$ cat config.mk
export PLATFORM = sky130hd
export DESIGN_NAME = calendar_date_stepper
export DESIGN_NICKNAME = d
export VERILOG_FILES = /design/src/hw/rtl/cdst_pkg.sv /design/src/hw/rtl/calendar_date_stepper.sv /design/src/hw/rtl/cdst_front.sv /design/src/hw/rtl/cdst_queue.sv /design/src/hw/rtl/cdst_back.sv /design/src/hw/rtl/cdst_wday.sv
export SDC_FILE = /design/constraint.sdc
export NUM_CORES = 1
export LEC_CHECK = 0
export BUFFER_PORTS_ARGS = -buffer_cell sky130_fd_sc_hd__buf_2
export CAP_MARGIN = 15
export CORE_MARGIN = 2
export CORE_UTILIZATION = 55
export CTS_CLUSTER_DIAMETER = 80
export CTS_CLUSTER_SIZE = 20
export DETAILED_ROUTE_END_ITERATION = 8
export HOLD_SLACK_MARGIN = 0.03
export PLACE_DENSITY = 0.8
export SETUP_SLACK_MARGIN = 0.05
export SLEW_MARGIN = 5
export SYNTH_ARGS = -nofsm -noshare
export SYNTH_HDL_FRONTEND = slang
export SYNTH_HIERARCHICAL = 1
export SYNTH_SLANG_ARGS = --single-unit
$ cat constraint.sdc
create_clock -name clk_i -period 6.3 [get_ports clk_i]
set_input_delay 1.26 -clock clk_i [delete_from_list [all_inputs] [get_ports clk_i]]
set_output_delay 1.26 -clock clk_i [all_outputs]
set_load 0.01 [all_outputs]
$ cat src/hw/rtl/cdst_pkg.sv
package cdst_pkg;

  localparam int unsigned YearW  = 14;
  localparam int unsigned MonthW = 4;
  localparam int unsigned DayW   = 5;
  localparam int unsigned WdayW  = 3;
  localparam int unsigned KindW  = 4;
  localparam int unsigned Mod25W = 5;

  localparam logic [YearW-1:0]  YearMin      = 14'd1973;
  localparam logic [YearW-1:0]  YearMax      = 14'd9999;
  localparam logic [Mod25W-1:0] YearMinMod25 = 5'd23;
  localparam logic [Mod25W-1:0] Mod25Last    = 5'd24;

  localparam logic [MonthW-1:0] MonthJan = 4'd1;
  localparam logic [MonthW-1:0] MonthFeb = 4'd2;
  localparam logic [MonthW-1:0] MonthMar = 4'd3;
  localparam logic [MonthW-1:0] MonthDec = 4'd12;

  // reciprocal constants for division by 25 (exact below 2^14) and by 7 (exact below 2^15)
  localparam logic [12:0] Div25Mul = 13'd5243;
  localparam logic [15:0] Div7Mul  = 16'd37450;

  typedef enum logic [KindW-1:0] {
    K_NEXT_DAY   = 4'd0,
    K_PREV_DAY   = 4'd1,
    K_NEXT_MONTH = 4'd2,
    K_PREV_MONTH = 4'd3,
    K_NEXT_YEAR  = 4'd4,
    K_PREV_YEAR  = 4'd5,
    K_SET_DATE   = 4'd6,
    K_SET_YEAR   = 4'd7,
    K_SET_MONTH  = 4'd8,
    K_SET_DAY    = 4'd9,
    K_READ       = 4'd10
  } kind_e;

  typedef enum logic [1:0] {
    ST_OK      = 2'd0,
    ST_RANGE   = 2'd1,
    ST_INVALID = 2'd2
  } status_e;

  typedef struct packed {
    logic [KindW-1:0]  kind;
    logic [YearW-1:0]  new_year;
    logic [MonthW-1:0] new_month;
    logic [DayW-1:0]   new_day;
  } in_item_t;

  typedef struct packed {
    logic [YearW-1:0]  cur_year;
    logic [MonthW-1:0] cur_month;
    logic [DayW-1:0]   cur_day;
    logic [WdayW-1:0]  weekday;
    status_e           status;
  } out_item_t;

  // classified command between front and back
  typedef struct packed {
    kind_e             kind;
    logic [YearW-1:0]  year;
    logic [MonthW-1:0] month;
    logic [DayW-1:0]   day;
    logic [Mod25W-1:0] year_mod25;
    logic              year_ok;
    logic              month_ok;
    logic              date_ok;
  } cmd_t;

  typedef struct packed {
    logic [YearW-1:0]  year;
    logic [MonthW-1:0] month;
    logic [DayW-1:0]   day;
    status_e           status;
  } res_t;

  function automatic logic is_leap(logic [YearW-1:0] y, logic [Mod25W-1:0] y_mod25);
    return (y[1:0] == 2'b00) && ((y_mod25 != '0) || (y[3:0] == 4'b0000));
  endfunction

  function automatic logic [DayW-1:0] month_len(logic leap, logic [MonthW-1:0] m);
    logic [DayW-1:0] len;
    case (m)
      4'd2:                      len = leap ? 5'd29 : 5'd28;
      4'd4, 4'd6, 4'd9, 4'd11:   len = 5'd30;
      default:                   len = 5'd31;
    endcase
    return len;
  endfunction

  function automatic logic [9:0] div25(logic [YearW-1:0] v);
    logic [26:0] prod;
    prod = 27'(v) * 27'(Div25Mul);
    return prod[26:17];
  endfunction

  function automatic logic [WdayW-1:0] mod7(logic [14:0] s);
    logic [30:0] prod;
    logic [12:0] q;
    logic [15:0] q7;
    logic [15:0] rem;
    prod = 31'(s) * 31'(Div7Mul);
    q    = prod[30:18];
    q7   = {q, 3'b000} - {3'b000, q};
    rem  = {1'b0, s} - q7;
    return rem[2:0];
  endfunction

  function automatic logic [2:0] sak_offset(logic [MonthW-1:0] m);
    logic [2:0] off;
    case (m)
      4'd1:    off = 3'd0;
      4'd2:    off = 3'd3;
      4'd3:    off = 3'd2;
      4'd4:    off = 3'd5;
      4'd5:    off = 3'd0;
      4'd6:    off = 3'd3;
      4'd7:    off = 3'd5;
      4'd8:    off = 3'd1;
      4'd9:    off = 3'd4;
      4'd10:   off = 3'd6;
      4'd11:   off = 3'd2;
      4'd12:   off = 3'd4;
      default: off = 3'd0;
    endcase
    return off;
  endfunction

endpackage

$ cat src/hw/rtl/calendar_date_stepper.sv
// an accepted input transaction passes through the command queue and the back unit's result register
// throughput: one transaction per cycle while the output is not stalled, set by the date update loop in the back unit
// the weekday is worked out in a three-register pipeline behind the back unit's result register
// reset: date is 1 january 1973, command queue and result pipeline are empty
module calendar_date_stepper #(
  parameter int unsigned QueueDepth = 2
) (
  input  logic                clk_i,
  input  logic                rst_ni,
  input  logic                in_valid_i,
  output logic                in_ready_o,
  input  cdst_pkg::in_item_t  in_item_i,
  output logic                out_valid_o,
  input  logic                out_ready_i,
  output cdst_pkg::out_item_t out_item_o
);
  import cdst_pkg::*;

  // classified command on its way into the queue
  cmd_t cmd_in;
  // head of the queue towards the back unit
  cmd_t cmd_head;
  logic cmd_valid, cmd_ready;
  // updated date and status towards the weekday pipeline
  res_t res;
  logic res_valid, res_ready;

  // front: decodes the command kind, checks set operands against their ranges and works out
  // the year residue mod 25 that leap-year tests need later on
  cdst_front u_front (
    .item_i (in_item_i),
    .cmd_o  (cmd_in)
  );

  // short queue so that the front keeps taking transactions while the back stalls
  cdst_queue #(
    .Depth (QueueDepth)
  ) u_queue (
    .clk_i    (clk_i),
    .rst_ni   (rst_ni),
    .wvalid_i (in_valid_i),
    .wready_o (in_ready_o),
    .wdata_i  (cmd_in),
    .rvalid_o (cmd_valid),
    .rready_i (cmd_ready),
    .rdata_o  (cmd_head)
  );

  // back: holds the date and applies one command per cycle while its result register can move on
  cdst_back u_back (
    .clk_i       (clk_i),
    .rst_ni      (rst_ni),
    .cmd_valid_i (cmd_valid),
    .cmd_ready_o (cmd_ready),
    .cmd_i       (cmd_head),
    .res_valid_o (res_valid),
    .res_ready_i (res_ready),
    .res_o       (res)
  );

  // weekday by the offset-table method, ending in the output register
  cdst_wday u_wday (
    .clk_i       (clk_i),
    .rst_ni      (rst_ni),
    .res_valid_i (res_valid),
    .res_ready_o (res_ready),
    .res_i       (res),
    .out_valid_o (out_valid_o),
    .out_ready_i (out_ready_i),
    .out_o       (out_item_o)
  );

endmodule

$ cat src/hw/rtl/cdst_front.sv
module cdst_front (
  input  cdst_pkg::in_item_t item_i,
  output cdst_pkg::cmd_t     cmd_o
);
  import cdst_pkg::*;

  logic [9:0]       quot25;
  logic [YearW-1:0] quot25_x25;
  logic [YearW-1:0] rem25;
  logic             leap_new;
  logic             day_ok;

  // year mod 25 by reciprocal multiply and back-subtract
  assign quot25     = div25(item_i.new_year);
  assign quot25_x25 = {quot25, 4'b0000} + {1'b0, quot25, 3'b000} + {4'b0000, quot25};
  assign rem25      = item_i.new_year - quot25_x25;
  assign leap_new   = is_leap(item_i.new_year, rem25[Mod25W-1:0]);

  assign day_ok = (item_i.new_day != '0) &&
                  (item_i.new_day <= month_len(leap_new, item_i.new_month));

  always_comb begin
    cmd_o.year       = item_i.new_year;
    cmd_o.month      = item_i.new_month;
    cmd_o.day        = item_i.new_day;
    cmd_o.year_mod25 = rem25[Mod25W-1:0];
    cmd_o.year_ok    = (item_i.new_year >= YearMin) && (item_i.new_year <= YearMax);
    cmd_o.month_ok   = (item_i.new_month >= MonthJan) && (item_i.new_month <= MonthDec);
    cmd_o.date_ok    = cmd_o.year_ok && cmd_o.month_ok && day_ok;
    case (item_i.kind)
      K_NEXT_DAY, K_PREV_DAY, K_NEXT_MONTH, K_PREV_MONTH, K_NEXT_YEAR,
      K_PREV_YEAR, K_SET_DATE, K_SET_YEAR, K_SET_MONTH, K_SET_DAY: begin
        cmd_o.kind = kind_e'(item_i.kind);
      end
      default: begin
        cmd_o.kind = K_READ;
      end
    endcase
  end

endmodule

$ cat src/hw/rtl/cdst_queue.sv
module cdst_queue #(
  parameter int unsigned Depth = 2
) (
  input  logic            clk_i,
  input  logic            rst_ni,
  input  logic            wvalid_i,
  output logic            wready_o,
  input  cdst_pkg::cmd_t  wdata_i,
  output logic            rvalid_o,
  input  logic            rready_i,
  output cdst_pkg::cmd_t  rdata_o
);
  import cdst_pkg::*;

  localparam int unsigned PtrW = (Depth > 1) ? $clog2(Depth) : 1;
  localparam int unsigned CntW = $clog2(Depth + 1);

  cmd_t            mem_q [Depth];
  logic [PtrW-1:0] wptr_q, wptr_d;
  logic [PtrW-1:0] rptr_q, rptr_d;
  logic [CntW-1:0] cnt_q, cnt_d;
  logic            push, pop;

  assign wready_o = (cnt_q != CntW'(Depth));
  assign rvalid_o = (cnt_q != '0);
  assign push     = wvalid_i && wready_o;
  assign pop      = rvalid_o && rready_i;
  assign rdata_o  = mem_q[rptr_q];

  always_comb begin
    wptr_d = wptr_q;
    rptr_d = rptr_q;
    cnt_d  = cnt_q;
    if (push) begin
      wptr_d = (wptr_q == PtrW'(Depth - 1)) ? '0 : PtrW'(wptr_q + 1'b1);
    end
    if (pop) begin
      rptr_d = (rptr_q == PtrW'(Depth - 1)) ? '0 : PtrW'(rptr_q + 1'b1);
    end
    if (push && !pop) begin
      cnt_d = CntW'(cnt_q + 1'b1);
    end else if (pop && !push) begin
      cnt_d = CntW'(cnt_q - 1'b1);
    end
  end

  always_ff @(posedge clk_i or negedge rst_ni) begin
    if (!rst_ni) begin
      wptr_q <= '0;
      rptr_q <= '0;
      cnt_q  <= '0;
    end else begin
      wptr_q <= wptr_d;
      rptr_q <= rptr_d;
      cnt_q  <= cnt_d;
    end
  end

  always_ff @(posedge clk_i) begin
    if (push) begin
      mem_q[wptr_q] <= wdata_i;
    end
  end

  assert property (@(posedge clk_i) disable iff (!rst_ni) cnt_q <= CntW'(Depth))
    else $error("queue fill count beyond depth");

  assert property (@(posedge clk_i) disable iff (!rst_ni)
    push && !pop |=> cnt_q == CntW'($past(cnt_q) + 1'b1))
    else $error("queue count missed a push");

  assert property (@(posedge clk_i) disable iff (!rst_ni)
    (cnt_q == '0) |-> (wptr_q == rptr_q))
    else $error("empty queue with pointers apart");

endmodule

$ cat src/hw/rtl/cdst_back.sv
module cdst_back (
  input  logic            clk_i,
  input  logic            rst_ni,
  input  logic            cmd_valid_i,
  output logic            cmd_ready_o,
  input  cdst_pkg::cmd_t  cmd_i,
  output logic            res_valid_o,
  input  logic            res_ready_i,
  output cdst_pkg::res_t  res_o
);
  import cdst_pkg::*;

  logic [YearW-1:0]  year_q, year_d;
  logic [MonthW-1:0] month_q, month_d;
  logic [DayW-1:0]   day_q, day_d;
  logic [Mod25W-1:0] ym25_q, ym25_d;
  status_e           st_d;
  res_t              res_q;
  logic              res_valid_q;
  logic              fire;

  logic              leap_cur;
  logic [DayW-1:0]   len_cur, len_next, len_prev;
  logic [MonthW-1:0] month_inc, month_dec;
  logic [Mod25W-1:0] ym25_inc, ym25_dec;

  assign cmd_ready_o = !res_valid_q || res_ready_i;
  assign fire        = cmd_valid_i && cmd_ready_o;
  assign res_valid_o = res_valid_q;
  assign res_o       = res_q;

  assign leap_cur  = is_leap(year_q, ym25_q);
  assign month_inc = MonthW'(month_q + 1'b1);
  assign month_dec = MonthW'(month_q - 1'b1);
  assign len_cur   = month_len(leap_cur, month_q);
  assign len_next  = month_len(leap_cur, month_inc);
  assign len_prev  = month_len(leap_cur, month_dec);
  assign ym25_inc  = (ym25_q == Mod25Last) ? '0 : Mod25W'(ym25_q + 1'b1);
  assign ym25_dec  = (ym25_q == '0) ? Mod25Last : Mod25W'(ym25_q - 1'b1);

  always_comb begin
    year_d  = year_q;
    month_d = month_q;
    day_d   = day_q;
    ym25_d  = ym25_q;
    st_d    = ST_OK;
    case (cmd_i.kind)
      K_NEXT_DAY: begin
        if (day_q >= len_cur) begin
          if (month_q != MonthDec) begin
            month_d = month_inc;
            day_d   = 5'd1;
          end else if (year_q < YearMax) begin
            year_d  = YearW'(year_q + 1'b1);
            ym25_d  = ym25_inc;
            month_d = MonthJan;
            day_d   = 5'd1;
          end else begin
            st_d = ST_RANGE;
          end
        end else begin
          day_d = DayW'(day_q + 1'b1);
        end
      end
      K_PREV_DAY: begin
        if (day_q > 5'd1) begin
          day_d = DayW'(day_q - 1'b1);
        end else if (month_q != MonthJan) begin
          month_d = month_dec;
          day_d   = len_prev;
        end else if (year_q > YearMin) begin
          year_d  = YearW'(year_q - 1'b1);
          ym25_d  = ym25_dec;
          month_d = MonthDec;
          day_d   = 5'd31;
        end else begin
          st_d = ST_RANGE;
        end
      end
      K_NEXT_MONTH: begin
        // january and december are 31 days long, so only a same-year step clamps
        if (month_q != MonthDec) begin
          month_d = month_inc;
          day_d   = (day_q > len_next) ? len_next : day_q;
        end else if (year_q < YearMax) begin
          month_d = MonthJan;
          year_d  = YearW'(year_q + 1'b1);
          ym25_d  = ym25_inc;
        end else begin
          st_d = ST_RANGE;
        end
      end
      K_PREV_MONTH: begin
        if (month_q != MonthJan) begin
          month_d = month_dec;
          day_d   = (day_q > len_prev) ? len_prev : day_q;
        end else if (year_q > YearMin) begin
          month_d = MonthDec;
          year_d  = YearW'(year_q - 1'b1);
          ym25_d  = ym25_dec;
        end else begin
          st_d = ST_RANGE;
        end
      end
      K_NEXT_YEAR, K_PREV_YEAR: begin
        if (((cmd_i.kind == K_NEXT_YEAR) && (year_q < YearMax)) ||
            ((cmd_i.kind == K_PREV_YEAR) && (year_q > YearMin))) begin
          if (leap_cur && (month_q == MonthFeb) && (day_q == 5'd29)) begin
            day_d = 5'd28;
          end
          if (cmd_i.kind == K_NEXT_YEAR) begin
            year_d = YearW'(year_q + 1'b1);
            ym25_d = ym25_inc;
          end else begin
            year_d = YearW'(year_q - 1'b1);
            ym25_d = ym25_dec;
          end
        end else begin
          st_d = ST_RANGE;
        end
      end
      K_SET_DATE: begin
        if (cmd_i.date_ok) begin
          year_d  = cmd_i.year;
          ym25_d  = cmd_i.year_mod25;
          month_d = cmd_i.month;
          day_d   = cmd_i.day;
        end else begin
          st_d = ST_INVALID;
        end
      end
      K_SET_YEAR: begin
        if (cmd_i.year_ok) begin
          year_d = cmd_i.year;
          ym25_d = cmd_i.year_mod25;
        end else begin
          st_d = ST_INVALID;
        end
      end
      K_SET_MONTH: begin
        if (cmd_i.month_ok) begin
          month_d = cmd_i.month;
        end else begin
          st_d = ST_INVALID;
        end
      end
      K_SET_DAY: begin
        if ((cmd_i.day != '0) && (cmd_i.day <= len_cur)) begin
          day_d = cmd_i.day;
        end else begin
          st_d = ST_INVALID;
        end
      end
      default: begin
      end
    endcase
  end

  always_ff @(posedge clk_i or negedge rst_ni) begin
    if (!rst_ni) begin
      year_q      <= YearMin;
      month_q     <= MonthJan;
      day_q       <= 5'd1;
      ym25_q      <= YearMinMod25;
      res_valid_q <= 1'b0;
    end else begin
      if (fire) begin
        year_q  <= year_d;
        month_q <= month_d;
        day_q   <= day_d;
        ym25_q  <= ym25_d;
      end
      if (cmd_ready_o) begin
        res_valid_q <= cmd_valid_i;
      end
    end
  end

  always_ff @(posedge clk_i) begin
    if (fire) begin
      res_q.year   <= year_d;
      res_q.month  <= month_d;
      res_q.day    <= day_d;
      res_q.status <= st_d;
    end
  end

  assert property (@(posedge clk_i) disable iff (!rst_ni)
    (year_q >= YearMin) && (year_q <= YearMax) && (month_q >= MonthJan) &&
    (month_q <= MonthDec) && (day_q != '0))
    else $error("stored date left its range");

  assert property (@(posedge clk_i) disable iff (!rst_ni)
    fire && (st_d != ST_OK) |=>
    (year_q == $past(year_q)) && (month_q == $past(month_q)) && (day_q == $past(day_q)))
    else $error("rejected command changed the date");

  assert property (@(posedge clk_i) disable iff (!rst_ni)
    (ym25_q <= Mod25Last) && ((year_q != YearMin) || (ym25_q == YearMinMod25)))
    else $error("year residue out of step with year");

endmodule

$ cat src/hw/rtl/cdst_wday.sv
module cdst_wday (
  input  logic                clk_i,
  input  logic                rst_ni,
  input  logic                res_valid_i,
  output logic                res_ready_o,
  input  cdst_pkg::res_t      res_i,
  output logic                out_valid_o,
  input  logic                out_ready_i,
  output cdst_pkg::out_item_t out_o
);
  import cdst_pkg::*;

  typedef struct packed {
    res_t             res;
    logic [YearW-1:0] yy;
    logic [11:0]      qtr;
    logic [7:0]       cent;
  } stage_a_t;

  typedef struct packed {
    res_t        res;
    logic [14:0] sum;
  } stage_b_t;

  stage_a_t         a_d, a_q;
  stage_b_t         b_d, b_q;
  out_item_t        o_d, o_q;
  logic             a_valid_q, b_valid_q, o_valid_q;
  logic             a_ready, b_ready, o_ready;
  logic [YearW-1:0] yy;
  logic [9:0]       cent_full;

  assign o_ready     = !o_valid_q || out_ready_i;
  assign b_ready     = !b_valid_q || o_ready;
  assign a_ready     = !a_valid_q || b_ready;
  assign res_ready_o = a_ready;
  assign out_valid_o = o_valid_q;
  assign out_o       = o_q;

  // january and february count with the previous year
  assign yy        = YearW'(res_i.year - {{(YearW-1){1'b0}}, (res_i.month < MonthMar)});
  assign cent_full = div25({2'b00, yy[YearW-1:2]});

  always_comb begin
    a_d.res  = res_i;
    a_d.yy   = yy;
    a_d.qtr  = yy[YearW-1:2];
    a_d.cent = cent_full[7:0];

    b_d.res = a_q.res;
    b_d.sum = 15'(a_q.yy) + 15'(a_q.qtr) - 15'(a_q.cent) + 15'(a_q.cent[7:2]) +
              15'(sak_offset(a_q.res.month)) + 15'(a_q.res.day);

    o_d.cur_year  = b_q.res.year;
    o_d.cur_month = b_q.res.month;
    o_d.cur_day   = b_q.res.day;
    o_d.weekday   = mod7(b_q.sum);
    o_d.status    = b_q.res.status;
  end

  always_ff @(posedge clk_i or negedge rst_ni) begin
    if (!rst_ni) begin
      a_valid_q <= 1'b0;
      b_valid_q <= 1'b0;
      o_valid_q <= 1'b0;
    end else begin
      if (a_ready) begin
        a_valid_q <= res_valid_i;
      end
      if (b_ready) begin
        b_valid_q <= a_valid_q;
      end
      if (o_ready) begin
        o_valid_q <= b_valid_q;
      end
    end
  end

  always_ff @(posedge clk_i) begin
    if (a_ready && res_valid_i) begin
      a_q <= a_d;
    end
    if (b_ready && a_valid_q) begin
      b_q <= b_d;
    end
    if (o_ready && b_valid_q) begin
      o_q <= o_d;
    end
  end

endmodule

==> metrics <==
outcome finished, violations left; violated checks setup timing; Core Footprint 0.03982 mm²; Routed WL per cell 19.88 µm; Slowest-stage cell, CP sky130_fd_sc_hd__fa_1; count of distinct cell types in the synthesized netlist 105; clock latency on the worst-skew pair 0.53 ns; wire length reported by the detailed router 54740 µm; Finished Cell Area 0.02523 mm²; delay-heaviest family, CP adder cells; maximum clock frequency 134.6 MHz; unrepaired setup endpoints after global routing yes; net total in the final layout 2726; CTS tree built; die height 205.1 µm; Pre-antenna DRT Iters 8; share of synthesized area occupied by flip-flops and latches 32.74%; global-route wire length before repair 86750 µm; worst-case setup margin in the final layout -1.132 ns; buffers and inverters on the worst path 4; instance count on the critical path 30; max-slew violation count 0; layout overhead on the synthesized area 13.42%; overflow left after global routing 0; clock net sink count 249; initial core utilization 55.87%; width of the die 205.1 µm; number of routed nets with antenna violations 0; Hold Crit Class reg -> reg; number of design-rule violations left by the first detailed-router iteration 1102; class of the most critical setup path in -> reg; DPL Wire Length 42110 µm; number of H-tree levels 1; vias after detailed routing 15847; master cell of the clock root buffer sky130_fd_sc_hd__clkbuf_16; cell depth of the worst min-delay path 0; maximum cell stage delay along the critical path 0.54 ns; Worst setup SP type input port; count of buffers inserted at the top-level ports 60; Via density 5.754; Syn Nets 2564; global placer's final weighted congestion 0.9787; required time at the worst-slack endpoint 6.58 ns; commonest non-fill, non-tap cell in the layout sky130_fd_sc_hd__inv_1; data arrival time of the critical path 7.71 ns; number of max-cap violations 0; clock skew after layout 0.01929 ns; cell count of the worst reg-to-reg path 26; number of flip-flops and latches in the synthesized netlist 249; Hold Buf Count CTS 0; number of enable flip-flop cells after synthesis 210; Relative slew margins 25.61%; Post-Synthesis Mean Instance Area 10.83 µm²; share of cells above drive strength 1 20.23%; Hold Violations, Final 0; clock-pin slew reported for the worst setup and hold paths after clock tree synthesis 0.08 ns; final antenna diode count 0; post-synthesis cell count 2054; Synthesis Warnings 6; Post-synth top flop sky130_fd_sc_hd__edfxtp_1; minimum period implied by the final worst setup slack 7.432 ns; period utilisation layout 118.0%; global routing usage summed across all routing layers 26.37%; Top Ports 61; post-synthesis async set-or-reset flop share 14.46%; slew at the pin closest to its max-slew limit 1.113 ns; DRC violation count after routing 0; endpoint kind of the worst setup timing path register; number of clock buffers inserted by TritonCTS 19; Die Area 0.04208 mm²; buffer levels on the longest clock path 3; maximum fanout encountered on the critical timing path 5; initial antenna violation count 0; count of standard-cell rows 73; largest net degree at the start of global routing 48; Placed Instance Area 0.02393 mm²; final count of negative-setup-slack endpoints 14; area of the mapped netlist 0.02225 mm²; number of global-route vias before repair 16666; most frequent cells in the layout 332 x sky130_fd_sc_hd__inv_1, 297 x sky130_fd_sc_hd__ha_1, 210 x sky130_fd_sc_hd__edfxtp_1, 155 x sky130_fd_sc_hd__fa_1, 142 x sky130_fd_sc_hd__buf_4; count of filler cells inserted in the layout 3045
## cell families after synthesis
kind of cell             synth area share, %
adder cells (fa/ha/maj)                32.30
buffers and inverters                  8.205
AND/OR/NAND/NOR                        9.161
AO/OA/AOI/OAI                          10.60
flip-flops                             32.74
XOR/XNOR                               3.796
multiplexers                           3.194
## stage by stage
step / worst slack (ns) / cells / util, % / setup TNS (ns) / hold slack, ns
2_1_floorplan: -1.155 / 2054 / - / -2.983 / 0.4003
3_3_place_gp: -1.538 / 2695 / 60.10 / -9.950 / 0.4010
3_5_place_dp: -1.724 / 2695 / 60.10 / -12.08 / 0.4045
4_1_cts: -1.125 / 2747 / 62.86 / -5.594 / 0.4098
5_1_grt: -1.297 / 2754 / 63.37 / -8.447 / 0.4077
6_report: -1.132 / 2754 / 63.37 / -6.211 / 0.4073
## worst reg2reg max path, cell delays in order, from the launching register on
cell                       delay, ns
sky130_fd_sc_hd__edfxtp_1       0.41
sky130_fd_sc_hd__a211oi_2       0.35
sky130_fd_sc_hd__ha_2           0.25
sky130_fd_sc_hd__nor2b_4        0.16
sky130_fd_sc_hd__nand2_2        0.07
sky130_fd_sc_hd__or4_4          0.51
sky130_fd_sc_hd__or3b_4         0.44
sky130_fd_sc_hd__xnor2_4        0.21
sky130_fd_sc_hd__fa_1           0.50
sky130_fd_sc_hd__xor2_1         0.20
sky130_fd_sc_hd__ha_1           0.32
sky130_fd_sc_hd__inv_2          0.04
sky130_fd_sc_hd__fa_1           0.49
sky130_fd_sc_hd__inv_1          0.06
sky130_fd_sc_hd__fa_1           0.49
sky130_fd_sc_hd__inv_1          0.05
sky130_fd_sc_hd__fa_1           0.50
sky130_fd_sc_hd__inv_2          0.05
sky130_fd_sc_hd__ha_4           0.27
sky130_fd_sc_hd__nand3_4        0.07
sky130_fd_sc_hd__a21oi_2        0.11
sky130_fd_sc_hd__o21ai_1        0.07
sky130_fd_sc_hd__buf_4          0.16
sky130_fd_sc_hd__o211a_4        0.26
sky130_fd_sc_hd__o31ai_4        0.27
sky130_fd_sc_hd__o31ai_2        0.12
sky130_fd_sc_hd__xor2_1         0.15
## final timing paths
path	start	end	slack, ns
worst max register to register	u_back/res_o[7]	u_wday/a_q[7]	-0.52
max in group asynchronous	rst_ni	u_queue/rptr_q	4.79
worst min-delay path	u_back/res_o[4]	u_wday/a_q[38]	0.41
worst min register to register	u_back/res_o[4]	u_wday/a_q[38]	0.41
min in group asynchronous	rst_ni	u_queue/wptr_q	0.87
worst max-delay path	in_item_i[17]	u_queue/mem_q[1][0]	-1.13
## Yosys cell counts, drive strengths merged, types with 6 or more instances
cell type  count  area share [%]
a211oi        11            0.37
a21o          20            0.67
a21oi         93             2.2
a22oi         10            0.42
a31oi         19            0.53
and2          10            0.28
and3          10            0.28
buf           47             1.6
clkbuf        26            0.48
dfrtp         22             2.5
dfstp         14             1.7
edfxtp       210              28
fa           159              14
ha           320              18
inv          364             6.1
mux2          41             2.6
mux2i         14            0.63
nand2        107             1.8
nand2b        18            0.51
nand3         32            0.74
nand3b        11            0.37
nand4         14            0.39
nor2          91             1.6
nor2b         17            0.48
nor3          33            0.85
nor3b          6            0.22
nor4           9            0.38
o2111ai        7            0.28
o211ai        17            0.60
o21a          11            0.38
o21ai         79             1.8
o22ai          7            0.22
o31ai          6            0.20
or2            8            0.24
or3           14            0.39
xnor2         68             2.7
xor2          24            0.98
## area by class of cell
cell class / instances / area [µm²] / share of cell area (%)
multi-input cells: 1368 / 13720 / 54.37
well taps: 525 / 656.9 / 2.603
clock inverters: 8 / 92.59 / 0.3669
clock buffers: 26 / 523.0 / 2.073
flip-flops and latches: 249 / 7286 / 28.87
repair buffers: 214 / 1585 / 6.282
inverters: 364 / 1370 / 5.429
## layer usage
layer / track usage, % / part of all wire (%)
met5: 0 / 0
met4: 11.23 / 4.7
met3: 2.975 / 4.4
met2: 47.65 / 51
met1: 31.79 / 40
## what timing repair did
action / 4_1_cts / 5_1_grt
hold endpoints to repair: 0 / 0
setup buffers: 20 / 8
resized for setup: 80 / 41
pin swaps: 50 / 17
setup endpoints to repair: 14 / 17
## flip-flops by register name, indices dropped and copies added, names as in the netlist, 2 cells and up, named ones only
signal and cells:
u_queue/mem_q 70, u_wday/a_q 47, u_wday/b_q 40, u_wday/out_o 28
u_back/res_o 25, u_back/year_q 14, u_back/day_q 5, u_back/ym25_q 5
u_back/month_q 4, u_queue/cnt_q 2
Power is not shown: default switching activity piles up to over one toggle a cycle in this logic, so the estimate is an artifact.
